### src/rtl/stt_pkg.sv
package stt_pkg;

	localparam int TOKEN_LENGTH_CAP_DEF = 100;
	localparam int LINE_BITS_DEF = 16;
	localparam int OFFSET_BITS_DEF = 24;
	localparam int NWORDS = 20;
	localparam int NKEYWORDS = 15;
	localparam int MAXWLEN = 9;

	typedef struct packed {
		logic [7:0] text_byte;
		logic       end_of_text;
	} stt_in_t;

	typedef struct packed {
		logic [3:0]  token_kind;
		logic [4:0]  word_index;
		logic [6:0]  token_length;
		logic [15:0] line_number;
		logic [23:0] start_offset;
		logic        last_of_run;
	} stt_out_t;

	typedef enum logic [3:0] {
		KIND_KEYWORD = 4'd0, KIND_TYPE = 4'd1, KIND_IDENT = 4'd2, KIND_NUMBER = 4'd3,
		KIND_SEMI = 4'd4, KIND_COMMA = 4'd5, KIND_OPER = 4'd6, KIND_ASSIGN = 4'd7,
		KIND_LPAREN = 4'd8, KIND_RPAREN = 4'd9, KIND_LBRACE = 4'd10,
		KIND_RBRACE = 4'd11, KIND_LBRACK = 4'd12, KIND_RBRACK = 4'd13,
		KIND_QUOTE = 4'd14, KIND_UNKNOWN = 4'd15
	} kind_t;

	typedef enum logic [2:0] {
		MODE_IDLE, MODE_OP, MODE_DOT, MODE_NUM, MODE_WORD,
		MODE_LINEC, MODE_BLOCK, MODE_BSTAR
	} mode_t;

	// Classified character, produced by the front part.
	typedef enum logic [3:0] {
		CC_ZERO, CC_WS, CC_NL, CC_DELIM, CC_OPER, CC_EQ, CC_SLASH, CC_STAR,
		CC_DIGIT, CC_DOT, CC_ALPHA, CC_OTHER
	} cclass_t;

	typedef struct packed {
		logic [7:0] ch;
		cclass_t    cls;
		logic [3:0] dkind;
		logic       eot;
	} stt_cls_t;

	// Token record passed from the scanner to the output queue, before the
	// final-result mark is known.
	typedef struct packed {
		logic [3:0]  kind;
		logic [4:0]  idx;
		logic [7:0]  len;
		logic [31:0] line;
		logic [31:0] start;
	} stt_tok_t;

	function automatic logic [7:0] word_char(input int w, input int p);
		string s;
		begin
			case (w)
				0: s = "if"; 1: s = "else"; 2: s = "while"; 3: s = "for";
				4: s = "return"; 5: s = "class"; 6: s = "public"; 7: s = "private";
				8: s = "static"; 9: s = "void"; 10: s = "using"; 11: s = "namespace";
				12: s = "new"; 13: s = "try"; 14: s = "catch"; 15: s = "int";
				16: s = "float"; 17: s = "double"; 18: s = "char"; default: s = "bool";
			endcase
			word_char = (p < s.len()) ? s[p] : 8'd0;
		end
	endfunction

	function automatic logic [3:0] word_len(input int w);
		logic [3:0] l;
		begin
			l = 4'd0;
			for (int p = 0; p < MAXWLEN; p++)
				if (word_char(w, p) != 8'd0) l = l + 4'd1;
			word_len = l;
		end
	endfunction

endpackage

### src/rtl/stt_classify.sv
module stt_classify import stt_pkg::*; (
	input  logic     clk,
	input  logic     arst_n,
	input  logic     push,
	output logic     full,
	input  stt_in_t  din,
	output logic     cls_valid,
	input  logic     cls_ready,
	output stt_cls_t cls
);

	stt_cls_t c;
	logic [7:0] b;

	always_comb begin
		b = din.text_byte;
		c.ch = b;
		c.eot = din.end_of_text;
		c.dkind = KIND_UNKNOWN;
		c.cls = CC_OTHER;
		unique case (b)
			";": begin c.cls = CC_DELIM; c.dkind = KIND_SEMI; end
			",": begin c.cls = CC_DELIM; c.dkind = KIND_COMMA; end
			"(": begin c.cls = CC_DELIM; c.dkind = KIND_LPAREN; end
			")": begin c.cls = CC_DELIM; c.dkind = KIND_RPAREN; end
			"{": begin c.cls = CC_DELIM; c.dkind = KIND_LBRACE; end
			"}": begin c.cls = CC_DELIM; c.dkind = KIND_RBRACE; end
			"[": begin c.cls = CC_DELIM; c.dkind = KIND_LBRACK; end
			"]": begin c.cls = CC_DELIM; c.dkind = KIND_RBRACK; end
			"\"": begin c.cls = CC_DELIM; c.dkind = KIND_QUOTE; end
			"=": c.cls = CC_EQ;
			"/": c.cls = CC_SLASH;
			"*": c.cls = CC_STAR;
			"+", "-", ">", "<", "!": c.cls = CC_OPER;
			".": c.cls = CC_DOT;
			8'd10: c.cls = CC_NL;
			8'd0: c.cls = CC_ZERO;
			default: begin
				if (b == 8'd32 || (b >= 8'd9 && b <= 8'd13)) c.cls = CC_WS;
				else if (b >= "0" && b <= "9") c.cls = CC_DIGIT;
				else if ((b >= "a" && b <= "z") || (b >= "A" && b <= "Z") || b == "_")
					c.cls = CC_ALPHA;
			end
		endcase
		if (din.end_of_text) c.cls = CC_ZERO;
	end

	// Two-entry queue toward the scanner.
	stt_cls_t q_q [2];
	logic [1:0] cnt_q;
	logic rd_q, wr_q;
	logic do_w, do_r;

	assign full = cnt_q == 2'd2;
	assign do_w = push && !full;
	assign cls_valid = cnt_q != 2'd0;
	assign do_r = cls_valid && cls_ready;
	assign cls = q_q[rd_q];

	always_ff @(posedge clk or negedge arst_n) begin
		if (!arst_n) begin
			cnt_q <= 2'd0;
			rd_q <= 1'b0;
			wr_q <= 1'b0;
		end else begin
			if (do_w) wr_q <= ~wr_q;
			if (do_r) rd_q <= ~rd_q;
			cnt_q <= cnt_q + {1'b0, do_w} - {1'b0, do_r};
		end
	end

	always_ff @(posedge clk) begin
		if (do_w) q_q[wr_q] <= c;
	end

endmodule

### config.mk
export PLATFORM = sky130hd
export DESIGN_NAME = stt_classify
export DESIGN_NICKNAME = d
export VERILOG_FILES = /design/src/rtl/stt_pkg.sv /design/src/rtl/stt_classify.sv
export SDC_FILE = /design/constraint.sdc
export NUM_CORES = 1
export LEC_CHECK = 0
export BUFFER_PORTS_ARGS = -buffer_cell sky130_fd_sc_hd__buf_2
export CORE_ASPECT_RATIO = 0.75
export CORE_MARGIN = 2
export CORE_UTILIZATION = 50
export CTS_CLUSTER_DIAMETER = 30
export DETAILED_ROUTE_END_ITERATION = 12
export MAX_ROUTING_LAYER = met4
export PLACE_DENSITY = 0.75
export SLEW_MARGIN = 20
export SYNTH_ARGS = -nofsm -noshare
export SYNTH_HDL_FRONTEND = slang
export SYNTH_SLANG_ARGS = --single-unit
### constraint.sdc
create_clock -name clk -period 2.3 [get_ports clk]
set_input_delay 0.115 -clock clk [delete_from_list [all_inputs] [get_ports clk]]
set_output_delay 0.115 -clock clk [all_outputs]
set_load 0.03 [all_outputs]
; Word level (Yosys, flattened, before mapping)
; Memory sizes are Yosys's and may differ from the RTL's.
; Index checks and enable logic that the tools add are counted.
; Widths: inputs -> output; s select.
[classes]
addsub = 2
order_cmp = 8
n_eq_ne = 22
n_mux = 8
bitwise = 2
n_reduce_logical = 14
[ops]
columns = cell, n
row1 = $eq 8x6->1 const B, 15
row2 = $eq 8x7->1 const B, 5
row3 = $pmux 4 s9, 1
row4 = $pmux 4 s8, 1
row5 = $ge 8x7->1 const B, 2
row6 = $le 8x7->1 const B, 2
row7 = $reduce_or 9->1, 1
row8 = $eq 8x4->1 const B, 1
row9 = $ge 8x4->1 const B, 1
row10 = $ge 8x6->1 const B, 1
row11 = $le 8x4->1 const B, 1
row12 = $le 8x6->1 const B, 1
row13 = $logic_not 8->1, 1
row14 = $mux 4, 2
row15 = $logic_and 1x1->1, 6
row16 = $reduce_or 5->1, 1
row17 = $logic_or 1x1->1, 3
row18 = $mux 1, 3
row19 = $add 2x1->2, 1
row20 = $eq 2x2->1 const B, 1
row21 = $mux 2, 1
row22 = $not 1->1, 2
row23 = $reduce_bool 2->1, 1
row24 = $sub 2x1->2, 1
row25 = $logic_not 1->1, 1
[totals]
register_bits = 4
mem_bits_rw = 34
input_bits = 13
output_inout_bits = 19
wordCells = 60
mem_count = 1
[mem_list]
columns = memory, depth, width, rd, rd_clocked_by_memory_dff, write_ports, line_no
row1 = q_q, 2, 17, 1, 0, 1, stt_classify.sv:49  ; stt_cls_t q_q [2];

; Depth between registers and ports, before layout
; Gate-level depths: netlist of the first run.
[logic_depth]
ltp_word = 9
depth_mapped = 7
depth_no_buf = 7

; Worst setup path after synthesis of the first run
; OpenSTA, ideal clock, no wires.
[synth_path]
path_type = flip-flop to flip-flop
start = register cnt_q[1]
end = register cnt_q[1]
setup_time_ps = 123
t_arrival_ps = 1683
t_required_ps = 2177
path_slack_ps = 495
path_stages_with_launch = 8
path_buffers = 0
path_cell_list = dfrtp_1 > or2_2 > and2_1 > ha_1 > inv_1 > ha_1 > xnor2_1 > xnor2_1
[synth_via]
elab_cells_between_ends = 7
[synth_rtl]
columns = element, line_no
row1 = start: declaration, stt_classify.sv:50  ; logic [1:0] cnt_q;
row2 = start signal: assignment, stt_classify.sv:68  ; cnt_q <= cnt_q + {1'b0, do_w} - {1'b0, do_r};
row3 = $reduce_bool 2->1, stt_classify.sv:56  ; assign cls_valid = cnt_q != 2'd0;
row4 = net cls_valid, stt_classify.sv:7  ; output logic cls_valid,
row5 = $logic_and 1x1->1, stt_classify.sv:57  ; assign do_r = cls_valid && cls_ready;
row6 = net do_r, stt_classify.sv:52  ; logic do_w, do_r;
row7 = $sub 2x1->2, stt_classify.sv:68
; The timed path passes the listed nets, and every way through them passes these cells.
; A chain may end at the register's enable or synchronous reset.

==> results.md, run 1 <==
* Status: finished clean
* Commonest non-fill, non-tap cell in the layout: edfxtp_1
* Register area at roughly 0.0011 mm²
* Multi-input gate area at 847 µm²
* Final WL at 4060 µm
* Max clock buf depth at 2
* Drt via density at between 5 and 6
* RSZ-0062 raised after global routing: false
* CP Launch Type: flop
* Synth warn at 0
* Post-Synthesis Cells at 167
* Clock share of power at 17.6%
* DP Wirelength at about 2700 µm
* NetSw at 0.919 mW
* Layout cells sized above 1 at between 30 and 40%
* Sequential share of power at a little over two fifths
* Crit Reg-Reg Endpoint: cnt_q[1]
* Wire length on met3 at ~280 µm
* CTS buffer count at 5
* H-tree lvl count at 2
* Setup Fix Bufs, Post-CTS at 0
* Max Slew Vio Count at 0
* Post-synth EDFFs at 34
* Syn_nets at ~180
* Final period utilization at between 80% and 90%
* Vias at 1,431
* DRT iter0 DRCs at 70
* WP data required at ~2200 ps
* Die H at roughly 60 µm
* Sw frac at 37.9%
* Distinct cells, synth at 50
* Vias in the first global route at 1,349
* Root Buffer: clkbuf_8
* WL met2 at 1920 µm
* R2r worst-path depth at 7
* Yosys reg bits at 38
* Combinational fraction of design power at 38.9%
* Final hold slack at 136 ps
* Min-Delay Startpoint: din[0]
* Post-synthesis xor/xnor area fraction at about 1.7%
* Worst-Skew Late Latency at a little under 300 ps
* FILL cells at around 350
* Nature of the critical path endpoint: output pin
* Critical Path Fanout Max at 18
* Mean post-synth cell area at about 12 µm²
* Clk sink count at 38
* Post-synthesis adder-cell area fraction at between 1 and 1.5%
* Commonest non-fill, non-tap cells in the layout: edfxtp_1 (34), buf_2 (31), mux2_2 (17), nand2_1 (12), a21oi_1 (7)
* M1 wire length at about 1800 µm
* Initial Utilization at 51.6%
* Area Growth Syn to Fin at 11.5%
* Setup Crit Path Kind: flop to output pin
* Ys async rst share at 10.5%
* Crit path time final at between 1500 and 2000 ps
* Worst vdd ir at ~0.00073 V
* # diodes at 0
* Cell area after synthesis at a little over 0.002 mm²
* Initial antenna violation count at 0
* Top FF cell, synth: edfxtp_1
* Hold EP: q_q[0][0]
* # DRC at 0
* Largest family of logic cells by synthesized area: simple AND/OR/NAND/NOR gates
* Top Ports at 32
* Int Pwr at between 1.5 and 2 mW
* Crit path DAT at ~1700 ps
* P per Cell Area at between 1000 and 1500 mW/mm²
* Max Cap Viol at 0
* Post-Synth Simple-Gate Area at between 10% and 20%
* Clock-pin slew on the worst setup and hold paths at roughly 70 ps
* Total track usage at about 19%
* Full die area at 0.00469 mm²
* Setup TNS at 0 ps
* Routed length per placed instance at approximately 16 µm
* Die X at approximately 78 µm
* Leakage Power at 0.833 nW
* Worst Max-Slew Pin Slew at ~770 ps
* CTS tree: yes
* Relative slew slack at 48.3%
* Clk_skew at approximately 7.5 ps
* Nets at about 210
* Worst Hold Depth at 1
* Synth Area in Compound Gates at about an eighth
* RR Startpoint: cnt_q[1]
* Setup Viol. Count Final at 0
* Sequential share of the synthesized area at a little over half
* Gr ovfl total at 0
* Hold Vio Cnt, Final at 0
* R2r setup slk at about 470 ps
* 1st-pass router iterations at 5
* Post-DRT Antenna Nets at 0
* First-pass GRT wire length at about 6600 µm
* Pin count of the biggest net entering global routing at 25
* # port buffers at 31
* RePlAce Congestion at about 0.85
* Top layer in use: met4
* Rows at 20
* Fmax achieved at ~0.54 GHz
* Core ar. at ~0.004 mm²
* Mux share of post-synthesis cell area at 9.69%
* Hold Path Class: primary input to flop
-- flip-flops by register name, summed over array words and instances (netlist names) --
signal	cells
q_q	34
wr_q	1
cnt_q	2
rd_q	1
-- power groups by stage --
| stage | sequential (mW) | clock [mW] | combinational (mW) |
|---|---|---|---|
| detailed placement | 1.07 | 0 | 0.952 |
| CTS | 1.06 | 0.428 | 0.957 |
| floorplan | 0.993 | 0 | 0.770 |
| global route | 1.08 | 0.457 | 1.02 |
| finish | 1.06 | 0.425 | 0.942 |
| global placement | 1.05 | 0 | 0.916 |
-- area by class of cell --
class	count	share of cell area [%]
Sequential cell	38	48.4
Multi-Input combinational cell	112	36.6
Timing Repair Buffer	34	7.78
Clock inverter	2	0.378
Clock buffer	6	3.13
Tap cell	55	2.97
Inverter	5	0.810
-- Yosys cell counts (all sizes together) (2+ instances only) --
cell    number  area (µm²)
nand3        4        20.0
nor2b        2        12.5
ha           2        25.0
edfxtp      34        1020
a32oi        2        17.5
and3         4        25.0
o311ai       2        25.0
nor3         5        25.0
inv          5        18.8
dfrtp        4         100
o21bai       2        15.0
buf         12        91.3
nand2       12        45.0
xnor2        3        26.3
nand4        3        18.8
nor2         6        30.0
or4          2        15.0
or2          3        18.8
nor3b        2        26.3
nand2b       3        18.8
a21oi        7        35.0
or3          2        12.5
o21ai        9        45.0
mux2        17         191
-- through the flow --
step           cells  setup WS (ps)  cell area [µm²]  utilization (%)  power, mW
4_1_cts          252            428             2320             57.5       2.44
2_1_floorplan    167            495             2080                -       1.76
6_report         252            441             2320             57.5       2.42
3_3_place_gp     243            598             2230             55.2       1.97
5_1_grt          252            343             2320             57.5       2.55
3_5_place_dp     243            463             2230             55.2       2.02
-- worst max-delay path by stage --
| stage | depth (start not counted) | from | to |
|---|---|---|---|
| global route | 2 | rd_q | cls[15] |
| detailed placement | 7 | cnt_q[1] | cnt_q[1] |
| finish | 2 | rd_q | cls[15] |
| global placement | 7 | cnt_q[1] | cnt_q[1] |
| CTS | 2 | rd_q | cls[15] |
| floorplan | 7 | cnt_q[1] | cnt_q[1] |
-- timing repair --
item / in CTS / in global routing
gates resized for setup: 0 / 0
hold endpoints to repair: 4 / 0
hold buffers: 1 / 0
-- critical path: stages, from the launching register on --
cell     delay (ps)
dfrtp_1         850
mux2_2          420
buf_2           180
-- cell families after synthesis --
group / count (synthesis)
mux: 18
flops: 38
fa+ha+maj: 2
simple gates: 55
buf+inv: 17
xor+xnor: 4
compound gates: 33
-- per-layer routing --
| layer | global-route usage (%) | vias to the layer above |
|---|---|---|
| li1 | - | 689 |
| met1 | 25.5 | 685 |
| met2 | 30.0 | 52 |
| met3 | 4.53 | 5 |
| met4 | 6.77 | 0 |
| met5 | - | - |
Power figures use the tool's default switching activity.
==> run 2: changes to the inputs <==
PLACE_DENSITY = 0.77   (was 0.75)
clock period = 1.55 ns   (was 2.3 ns; I/O delays follow)
==> run 2 against run 1 <==
  * The run now ends with setup timing left
  * Global-route usage up 1.5 points
  * Clock power up 91%
  * Largest cell class unchanged
  * Sequential power up 39%
  * Clock skew down 4.3 ps
  * Largest power group is now combinational cells
==> results.md, run 2 (synthesized netlist as in run 1, its figures left out) <==
* Status: complete, but fails checks (was finished clean)
* Failing checks: setup timing
* CTS tree: yes (unchanged)
* Crit Reg-Reg Endpoint: cnt_q[1] (unchanged)
* Commonest non-fill, non-tap cells in the layout: edfxtp_1 (34), buf_2 (31), buf_4 (24), mux2_2 (17), nand2_1 (11) (was edfxtp_1 (34), buf_2 (31), mux2_2 (17), nand2_1 (12), a21oi_1 (7))
* Vias in the first global route at 1,511 (was 1,349)
* R2r setup slk at -20 ps (was 470 ps)
* Slowest stage cell, crit path: dfrtp_1 (unchanged)
* Core ar. at 0.00403 mm² (unchanged)
* CTS buffer count at 5 (unchanged)
* Clock-pin slew on the worst setup and hold paths at 70 ps (about the same)
* Full die area at 0.00469 mm² (unchanged)
* First-pass GRT wire length at 7090 µm (was 6630 µm)
* Routed length per placed instance at 15.9 µm (was 16.1 µm)
* Clk sink count at 38 (unchanged)
* Nets at 235 (was 211)
* 1st-pass router iterations at 4 (was 5)
* Rows at 20 (unchanged)
* Critical Path Fanout Max at 2 (was 18)
* Placed cells at 266 (was 243)
* # DRC at 0 (unchanged)
* P per Cell Area at 1570 mW/mm² (was 1050 mW/mm²)
* RSZ-0062 raised after global routing: true (was false)
* RR Startpoint: cnt_q[0] (was cnt_q[1])
* Clk_skew at 3.18 ps (was 7.53 ps)
* Setup Crit Path Kind: flop to flop (was flop to output pin)
* Worst Hold Depth at 1 (unchanged)
* Worst-Skew Late Latency at 290 ps (about the same)
* Initial Utilization at 51.6% (unchanged)
* Min-Delay Startpoint: din[0] (unchanged)
* Layout Cells excl Fill at 276 (was 252)
* CP peak stage delay at 400 ps (was 850 ps)
* RePlAce Congestion at 0.877 (was 0.849)
* DRT iter0 DRCs at 74 (was 70)
* Drt via density at 5.59 (was 5.68)
* R2r worst-path depth at 7 (unchanged)
* Worst Max-Slew Pin Slew at 402 ps (was 775 ps)
* Max clock buf depth at 2 (unchanged)
* Root Buffer: clkbuf_8 (unchanged)
* Largest regs: q_q (34), cnt_q (2) (unchanged)
* Die X at 78.4 µm (unchanged)
* Hold EP: q_q[1][0] (was q_q[0][0])
* H-tree lvl count at 2 (unchanged)
* Vias at 1,543 (was 1,431)
* Top Ports at 32 (unchanged)
* Crit path time final at between 1500 and 2000 ps
* CP cell instances: or2_4, and2_4, ha_4, inv_2, ha_4, xnor2_2, xnor2_1 (was mux2_2, buf_2)
* Leakage Power at 0.983 nW (was 0.833 nW)
* CP Launch Type: flop (unchanged)
* Final WL at 4390 µm (was 4060 µm)
* Buf/Inv on CP at 1 (unchanged)
* Setup crit start: cnt_q[0] (was rd_q)
* Fmax achieved at 0.636 GHz
* Setup Viol. Count Final at 1 (was 0)
* Top reg by flops: q_q (unchanged)
* Hold Path Class: primary input to flop (unchanged)
* Most frequent CP cell: ha_4
* Max Slew Vio Count at 0 (unchanged)
* Utilization after layout at 64.5% (was 57.5%)
* Area Growth Syn to Fin at 25.1% (was 11.5%)
* # port buffers at 31 (unchanged)
* Relative slew slack at 72.8% (was 48.3%)
* Worst path top cell family by delay: flip-flops (unchanged)
* Hold Vio Cnt, Final at 0 (unchanged)
* Setup ws final at -22.8 ps (was 441 ps)
* Worst vdd ir at 0.00102 V (was 0.000726 V)
* WP data required at 1730 ps (was 2180 ps)
* DP Wirelength at 3150 µm (was 2670 µm)
* Die H at 59.8 µm (unchanged)
* Final period utilization at 101%
* Nature of the critical path endpoint: flop (was output pin)
* Initial antenna violation count at 0 (unchanged)
* # diodes at 0 (unchanged)
* Commonest non-fill, non-tap cell in the layout: edfxtp_1 (unchanged)
* Gr ovfl total at 0 (unchanged)
* Layout cells sized above 1 at 45.2% (was 33.5%)
* Crit path DAT at 1750 ps (was 1740 ps)
* Max Cap Viol at 0 (unchanged)
* Worst slack, placed at -110 ps (was 463 ps)
* Max reg flops at 34 (unchanged)
* Pin count of the biggest net entering global routing at 18 (was 25)
* Post-DRT Antenna Nets at 0 (unchanged)
* Total track usage at 20.9% (was 19.4%)
## run 2: cell types whose count changed in the layout (fill, tap and decap cells not counted), sizes merged
cell / before / now
buf: 33 / 57
bufinv: 0 / 1
clkbuf: 6 / 5
## run 2: worst max-delay path by stage
stage	depth (start not counted)	slack (ps)	endpoint
6_report	7	-20	cnt_q[1]
3_3_place_gp	7	-50	cnt_q[1]
2_1_floorplan	7	-150	cnt_q[1]
5_1_grt	7	-90	cnt_q[1]
3_5_place_dp	7	-110	cnt_q[1]
4_1_cts	7	-60	cnt_q[1]
## run 2: area by class of cell
type	instances	area, µm²
flip-flops and latches	38	1120
well taps	55	68.8
inverters	5	18.8
fillers	308	1430
multi-input cells	112	897
clock buffers	5	68.8
repair buffers	58	385
clock inverters	3	40.0
## run 2: metal layers
metal / vias to the layer above / GRT usage [%] / wire (µm)
li1: 744 / - / -
met1: 743 / 26.6 / 2000
met2: 49 / 34.2 / 2070
met3: 7 / 3.93 / 260
met4: 0 / 7.27 / 65
met5: - / - / 0
## run 2: report_power, final
group	internal (mW)	switching, mW
Clock	0.473	0.340
Sequential	1.40	0.0748
Combinational	0.758	1.03
## run 2: worst register-to-register path, cell delays in order (launching register included)
cell and delay (ps):
dfrtp_1 400, or2_4 230, and2_4 150, ha_4 250, inv_2 40, ha_4 150, xnor2_2 130, xnor2_1 120
## run 2: repair_timing
action / CTS / global route
pin swaps: 5 / 3
hold buffers: 1 / 0
setup endpoints to repair: 1 / 18
hold endpoints to repair: 4 / 0
setup buffers: 0 / 1
resized for setup: 7 / 1
## run 2: metrics by stage
stage	hold WS (ps)	TNS, ps	power, mW	area, µm²
after floorplan	-218	-152	2.63	2080
after global placement	-117	-53.2	3.10	2430
after detailed placement	-108	-307	3.16	2430
after CTS	76.3	-56.0	4.07	2580
after global routing	91.7	-85.3	4.28	2600
final	89.6	-22.8	4.08	2600
